[config.mk]
export PLATFORM = sky130hd
export DESIGN_NAME = tsv_norm
export DESIGN_NICKNAME = d
export VERILOG_FILES = /design/src/sv/tsv_pkg.sv /design/src/sv/tsv_norm.sv
export SDC_FILE = /design/constraint.sdc
export NUM_CORES = 2
export LEC_CHECK = 0
export ABC_AREA = 1
export BUFFER_PORTS_ARGS = -buffer_cell sky130_fd_sc_hd__buf_2
export CAP_MARGIN = 20
export CORE_ASPECT_RATIO = 0.8
export CORE_MARGIN = 2
export CORE_UTILIZATION = 55
export DETAILED_ROUTE_END_ITERATION = 16
export PLACE_DENSITY_LB_ADDON = 0.25
export SKIP_LAST_GASP = 1
export SLEW_MARGIN = 10
export SYNTH_ARGS = -nofsm -noshare
export SYNTH_HDL_FRONTEND = slang
export SYNTH_SLANG_ARGS = --single-unit
[constraint.sdc]
create_clock -name clk -period 10.1 [get_ports clk]
set_input_delay 2.02 -clock clk [delete_from_list [all_inputs] [get_ports clk]]
set_output_delay 2.02 -clock clk [all_outputs]
set_load 0.02 [all_outputs]
[src/sv/tsv_pkg.sv]
// Shared types, constants and the ring angle function for the tube sweep vertex generator.
// Used by tsv_norm, tube_sweep_vertex_generator and tsv_checker; depends on nothing.
package tsv_pkg;

	localparam logic [63:0] PI4_Q30 = 64'd843314857;
	localparam logic signed [15:0] ONE_Q14 = 16'sd16384;

	typedef enum logic [3:0] {
		ST_IDLE,
		ST_DIR_W,
		ST_RX,
		ST_RX_W,
		ST_UX,
		ST_UX_W,
		ST_NX,
		ST_NX_W,
		ST_VX,
		ST_EMIT
	} top_state_t;

	typedef enum logic [2:0] {
		NS_IDLE,
		NS_SCALE,
		NS_SUM,
		NS_SQRT,
		NS_DIV,
		NS_DONE
	} norm_state_t;

	function automatic logic [63:0] mul_q30(input logic [63:0] a, input logic [63:0] b);
		logic [63:0] p;
		p = a * b + 64'd536870912;
		return p >> 30;
	endfunction

	// sin and cos of an octant angle in Q30, returned as {sin, cos} in Q2.14
	function automatic logic [31:0] sincos_oct(input logic [63:0] x);
		logic [63:0] x2, x3, x4, x5, x6, x7, x8, su, cu;
		longint sv, cv;
		x2 = mul_q30(x, x);
		x3 = mul_q30(x2, x);
		x4 = mul_q30(x2, x2);
		x5 = mul_q30(x4, x);
		x6 = mul_q30(x4, x2);
		x7 = mul_q30(x6, x);
		x8 = mul_q30(x4, x4);
		sv = longint'(x) - longint'(x3 / 64'd6) + longint'(x5 / 64'd120)
			- longint'(x7 / 64'd5040);
		cv = longint'(64'd1073741824) - longint'(x2 / 64'd2) + longint'(x4 / 64'd24)
			- longint'(x6 / 64'd720) + longint'(x8 / 64'd40320);
		if (sv < 0) sv = 0;
		if (cv < 0) cv = 0;
		su = (64'(sv) + 64'd32768) >> 16;
		cu = (64'(cv) + 64'd32768) >> 16;
		return {su[15:0], cu[15:0]};
	endfunction

endpackage

[src/sv/tsv_norm.sv]
// Iterative vector normalizer: scale, sum of squares, integer square root, long division.
// Depends on tsv_pkg.
module tsv_norm (
	input  logic               clk,
	input  logic               arst_n,
	input  logic               start,
	input  logic signed [33:0] vec [3],
	output logic               done,
	output logic signed [15:0] res [3]
);

	tsv_pkg::norm_state_t state_q, state_d;

	logic [33:0] mag_q [3];
	logic        sgn_q [3];
	logic [63:0] sum_q, x_q, r_q, bit_q;
	logic [4:0]  it_q;
	logic [1:0]  k_q;
	logic [31:0] rem_q;
	logic [15:0] lo_q, q_q;
	logic [33:0] m;
	logic [61:0] sq;
	logic [45:0] num;
	logic [32:0] trial;
	logic        fit;
	logic [15:0] qn, qcap;

	always_comb begin
		m = mag_q[0];
		if (mag_q[1] > m) m = mag_q[1];
		if (mag_q[2] > m) m = mag_q[2];
		sq = mag_q[k_q][30:0] * mag_q[k_q][30:0];
		num = {1'b0, mag_q[k_q][30:0], 14'd0} + {14'd0, r_q[32:1]};
		trial = {rem_q, lo_q[15]};
		fit = trial >= {1'b0, r_q[31:0]};
		qn = {q_q[14:0], fit};
		qcap = (qn > 16'd16384) ? 16'd16384 : qn;
	end

	always_comb begin
		state_d = state_q;
		unique case (state_q)
			tsv_pkg::NS_IDLE:  if (start) state_d = tsv_pkg::NS_SCALE;
			tsv_pkg::NS_SCALE: begin
				if (m == '0) state_d = tsv_pkg::NS_DONE;
				else if (m[33:31] == '0 && m[30]) state_d = tsv_pkg::NS_SUM;
			end
			tsv_pkg::NS_SUM:   if (k_q == 2'd2) state_d = tsv_pkg::NS_SQRT;
			tsv_pkg::NS_SQRT:  if (it_q == 5'd31) state_d = tsv_pkg::NS_DIV;
			tsv_pkg::NS_DIV:   if (k_q == 2'd2 && it_q == 5'd16) state_d = tsv_pkg::NS_DONE;
			tsv_pkg::NS_DONE:  state_d = tsv_pkg::NS_IDLE;
			default:           state_d = tsv_pkg::NS_IDLE;
		endcase
	end

	always_comb begin
		done = state_q == tsv_pkg::NS_DONE;
	end

	always_ff @(posedge clk or negedge arst_n) begin
		if (!arst_n) begin
			state_q <= tsv_pkg::NS_IDLE;
		end else begin
			state_q <= state_d;
		end
	end

	always_ff @(posedge clk) begin
		unique case (state_q)
			tsv_pkg::NS_IDLE: begin
				for (int i = 0; i < 3; i++) begin
					sgn_q[i] <= vec[i][33];
					mag_q[i] <= vec[i][33] ? 34'(-vec[i]) : 34'(vec[i]);
				end
				k_q <= '0;
				sum_q <= '0;
			end
			tsv_pkg::NS_SCALE: begin
				if (m == '0) begin
					for (int i = 0; i < 3; i++) res[i] <= '0;
				end else if (m[33:31] != '0) begin
					for (int i = 0; i < 3; i++) mag_q[i] <= mag_q[i] >> 1;
				end else if (!m[30]) begin
					for (int i = 0; i < 3; i++) mag_q[i] <= mag_q[i] << 1;
				end
			end
			tsv_pkg::NS_SUM: begin
				sum_q <= sum_q + {2'd0, sq};
				k_q <= (k_q == 2'd2) ? 2'd0 : k_q + 2'd1;
				if (k_q == 2'd2) begin
					x_q <= sum_q + {2'd0, sq};
					r_q <= '0;
					bit_q <= 64'd1 << 62;
					it_q <= '0;
				end
			end
			tsv_pkg::NS_SQRT: begin
				if (x_q >= r_q + bit_q) begin
					x_q <= x_q - (r_q + bit_q);
					r_q <= (r_q >> 1) + bit_q;
				end else begin
					r_q <= r_q >> 1;
				end
				bit_q <= bit_q >> 2;
				it_q <= (it_q == 5'd31) ? 5'd0 : it_q + 5'd1;
			end
			tsv_pkg::NS_DIV: begin
				if (it_q == 5'd0) begin
					rem_q <= {2'd0, num[45:16]};
					lo_q <= num[15:0];
					q_q <= '0;
					it_q <= 5'd1;
				end else begin
					rem_q <= fit ? 32'(trial - {1'b0, r_q[31:0]}) : trial[31:0];
					lo_q <= {lo_q[14:0], 1'b0};
					q_q <= qn;
					if (it_q == 5'd16) begin
						res[k_q] <= sgn_q[k_q] ? 16'(-$signed(qcap)) : $signed(qcap);
						it_q <= '0;
						k_q <= k_q + 2'd1;
					end else begin
						it_q <= it_q + 5'd1;
					end
				end
			end
			tsv_pkg::NS_DONE: begin
				k_q <= '0;
			end
			default: begin
				k_q <= '0;
			end
		endcase
	end

endmodule

==> results.json <==
{
  "design_area_sq_mm": 0.07158,
  "synth_seq_cells": 452,
  "port_buffers": 153,
  "drv_slew": 0,
  "hp-class": "reg2reg",
  "outcome": "finished, final reports clean",
  "cts_setup_buffers": 0,
  "ys_types": 67,
  "critPathLaunchType": "flop",
  "grt_first_pass_wirelength_um": 355000,
  "crit_type": "reg2reg",
  "grt_usage_pct": 37.76,
  "met1Wirelength_um": 104300,
  "cts-root-buf": "clkbuf_16",
  "die_w_um": 393.4,
  "required_ns": 10.44,
  "synth_area_sq_mm": 0.06672,
  "h-tree-depth": 2,
  "dpl_cell_area_sq_mm": 0.06968,
  "cpLargestDelayFamily": "adder cells",
  "yosys_warnings": 0,
  "drc": 0,
  "num_vias": 59170,
  "initial_core_util_pct": 55.36,
  "finalCritPeriodShare_pct": 97.35,
  "clockBufferDepth": 3,
  "insertion_delay_ns": 0.66,
  "slew_headroom_pct": 28.26,
  "fmax_mhz": 101.7,
  "r2r_cells": 32,
  "numCtsBuffers": 53,
  "max_stage_delay_ns": 0.56,
  "skew_ns": 0.05290,
  "rows": 114,
  "finalCriticalPeriod_ns": 9.833,
  "finalWirelength_um": 235000,
  "synthesis.nets": 9924,
  "drt_iter0_drc": 6857,
  "drive_above_1_share_pct": 5.810,
  "arrival_ns": 10.17,
  "io_pins": 154,
  "synth_top_area_share_pct": 24.33,
  "fillCellCount": 11080,
  "postSynthCellCount": 8500,
  "path_depth": 32,
  "avgSynthCellArea_sq_um": 7.850,
  "ant_nets": 0,
  "cap_violations": 0,
  "die_area_sq_mm": 0.1241,
  "dp_hpwl_um": 193000,
  "hold_viol_final": 0,
  "rsz0062_at_grt": "yes",
  "hold_depth": 2,
  "ys.flop_type": "edfxtp_1",
  "top_layer": "met4",
  "die_h_um": 315.5,
  "cpMaxStageDelayCell": "fa_1",
  "grt_pass1_vias": 57540,
  "route.met3.wl_um": 28580,
  "gp_congestion": 1.065,
  "cts_tree": "done",
  "seq_area_frac_synth_pct": 20.29,
  "grt_max_degree": 85,
  "grt-ovfl-total": 0,
  "vias_per_cell": 5.751,
  "antenna_found_initial": 9,
  "core_area_sq_mm": 0.1205,
  "worstSetupEndpointType": "flop",
  "yosys.area.top_type": "fa_1",
  "clk_transition_reported_paths_ns": 0.07,
  "routedWlPerCell_um": 22.84,
  "setup_viol": 0,
  "cts.sinks": 452,
  "async_flop_share_pct": 0.6637,
  "synth_edf_count": 447,
  "setup_tns_ns": 0,
  "worst_pin_slew_ns": 1.076,
  "critPathBufInv": 11,
  "synth_area_leaders": "fa_1 (24%), edfxtp_1 (20%), inv_1 (10%), ha_1 (9.5%), nand2_1 (7.9%)",
  "area_growth_pct": 7.278,
  "holdWs_ns": 0.5205,
  "critPathMaxFanout": 30,
  "drtPass1Iterations": 6,
  "nets": 10040,
  "met2_length_um": 95370
}
==> final timing paths <==
check	startpoint	to	slack (ns)
max in group asynchronous	arst_n	state_q[0]	8.83
min reg2reg	lo_q[13]	lo_q[14]	0.52
min	lo_q[13]	lo_q[14]	0.52
max	flop	x_q[41]	0.27
max reg2reg	flop	x_q[41]	0.27
min in group asynchronous	arst_n	state_q[2]	1.16
==> synth_stat cells (all sizes together), types with 8 or more instances <==
master,count
nand4,46
o221ai,8
o211ai,51
nand2,1420
or2,36
xor2,190
o21a,31
o22ai,22
o21bai,18
nand3,229
nor3,92
a21oi,449
xnor2,134
and3,13
mux2i,17
fa,811
buf,63
a21o,21
a31oi,66
edfxtp,447
nor4,47
nor2,1049
clkbuf,164
o21ai,658
inv,1813
a21boi,14
nand3b,12
o31ai,15
ha,508
==> logic make-up after synthesis <==
family | synth area share (%)
and+or+nand+nor | 17.96
buffers and inverters | 11.77
AOI/OAI and AO/OA | 11.61
adders and majority gates | 33.86
DFF | 20.29
xor gates and xnor gates | 4.253
muxes | 0.2550
==> what timing repair did <==
item,4_1_cts,5_1_grt
pin swaps,0,0
cloned,0,0
hold buffers,0,0
gates resized for setup,1,5
setup endpoints to repair,1,21
==> per-stage QoR <==
stage	utilization (%)	std cells	worst slack [ns]
2_1_floorplan	-	8500	1.864
3_3_place_gp	57.81	10180	0.1883
3_5_place_dp	57.81	10180	0.03006
4_1_cts	59.34	10280	0.1926
5_1_grt	59.37	10280	-0.1019
6_report	59.39	10290	0.2672
==> flip-flops by register name, indices dropped and copies added (netlist names), named ones only <==
name and cells:
sgn_q 3, res 48, state_q 3, bit_q 32, it_q 5, k_q 2, mag_q 102, sum_q 64
r_q 64, rem_q 32, q_q 15, x_q 64, lo_q 16
==> layer usage <==
layer	vias to the layer above	GRT usage [%]
li1	27120	-
met1	28570	56.38
met2	3156	53.70
met3	328	10.46
met4	0	10.01
met5	-	0
==> placed cells by master (no fill, tap or decap), types with 8 or more instances in the layout <==
cell / instances
mux2i_1: 17
clkbuf_16: 53
fa_1: 811
ha_1: 508
diode_2: 8
nor2_1: 1040
o21a_1: 31
and3_1: 13
nand3_1: 226
o211ai_1: 51
a31oi_1: 66
o22ai_1: 22
o21ai_2: 61
o31ai_1: 15
buf_4: 131
a21o_1: 21
a21oi_1: 446
xor2_1: 190
nor3_1: 91
o21ai_0: 530
o21ai_1: 66
nand2_2: 13
xnor2_1: 134
clkinv_1: 25
o21bai_1: 18
or2_2: 36
a21boi_0: 13
inv_1: 1805
buf_2: 153
nand2_1: 1406
edfxtp_1: 447
o221ai_1: 8
bufinv_16: 12
nor4_1: 46
nand4_1: 45
nand3b_1: 12
==> area by class of cell <==
cell class              instances  area, sq um  area share (%)
diodes                          8        20.02         0.02797
clock inverters                38        488.0          0.6817
clock buffers                  59         1349           1.884
repair buffers                287         1817           2.538
multi-input cells            6001        45500           63.57
well taps                    1624         2032           2.839
inverters                    1820         6833           9.546
flip-flops and latches        452        13540           18.91
==> tightest hold or removal path: stages, from the launching register on <==
cell,delay (ns)
edfxtp_1,0.31
nand2_1,0.05
nand2_1,0.05
Power is left out: the tool's default activity adds up to more than one toggle a clock period on the data nets, which glitch-free logic cannot reach.
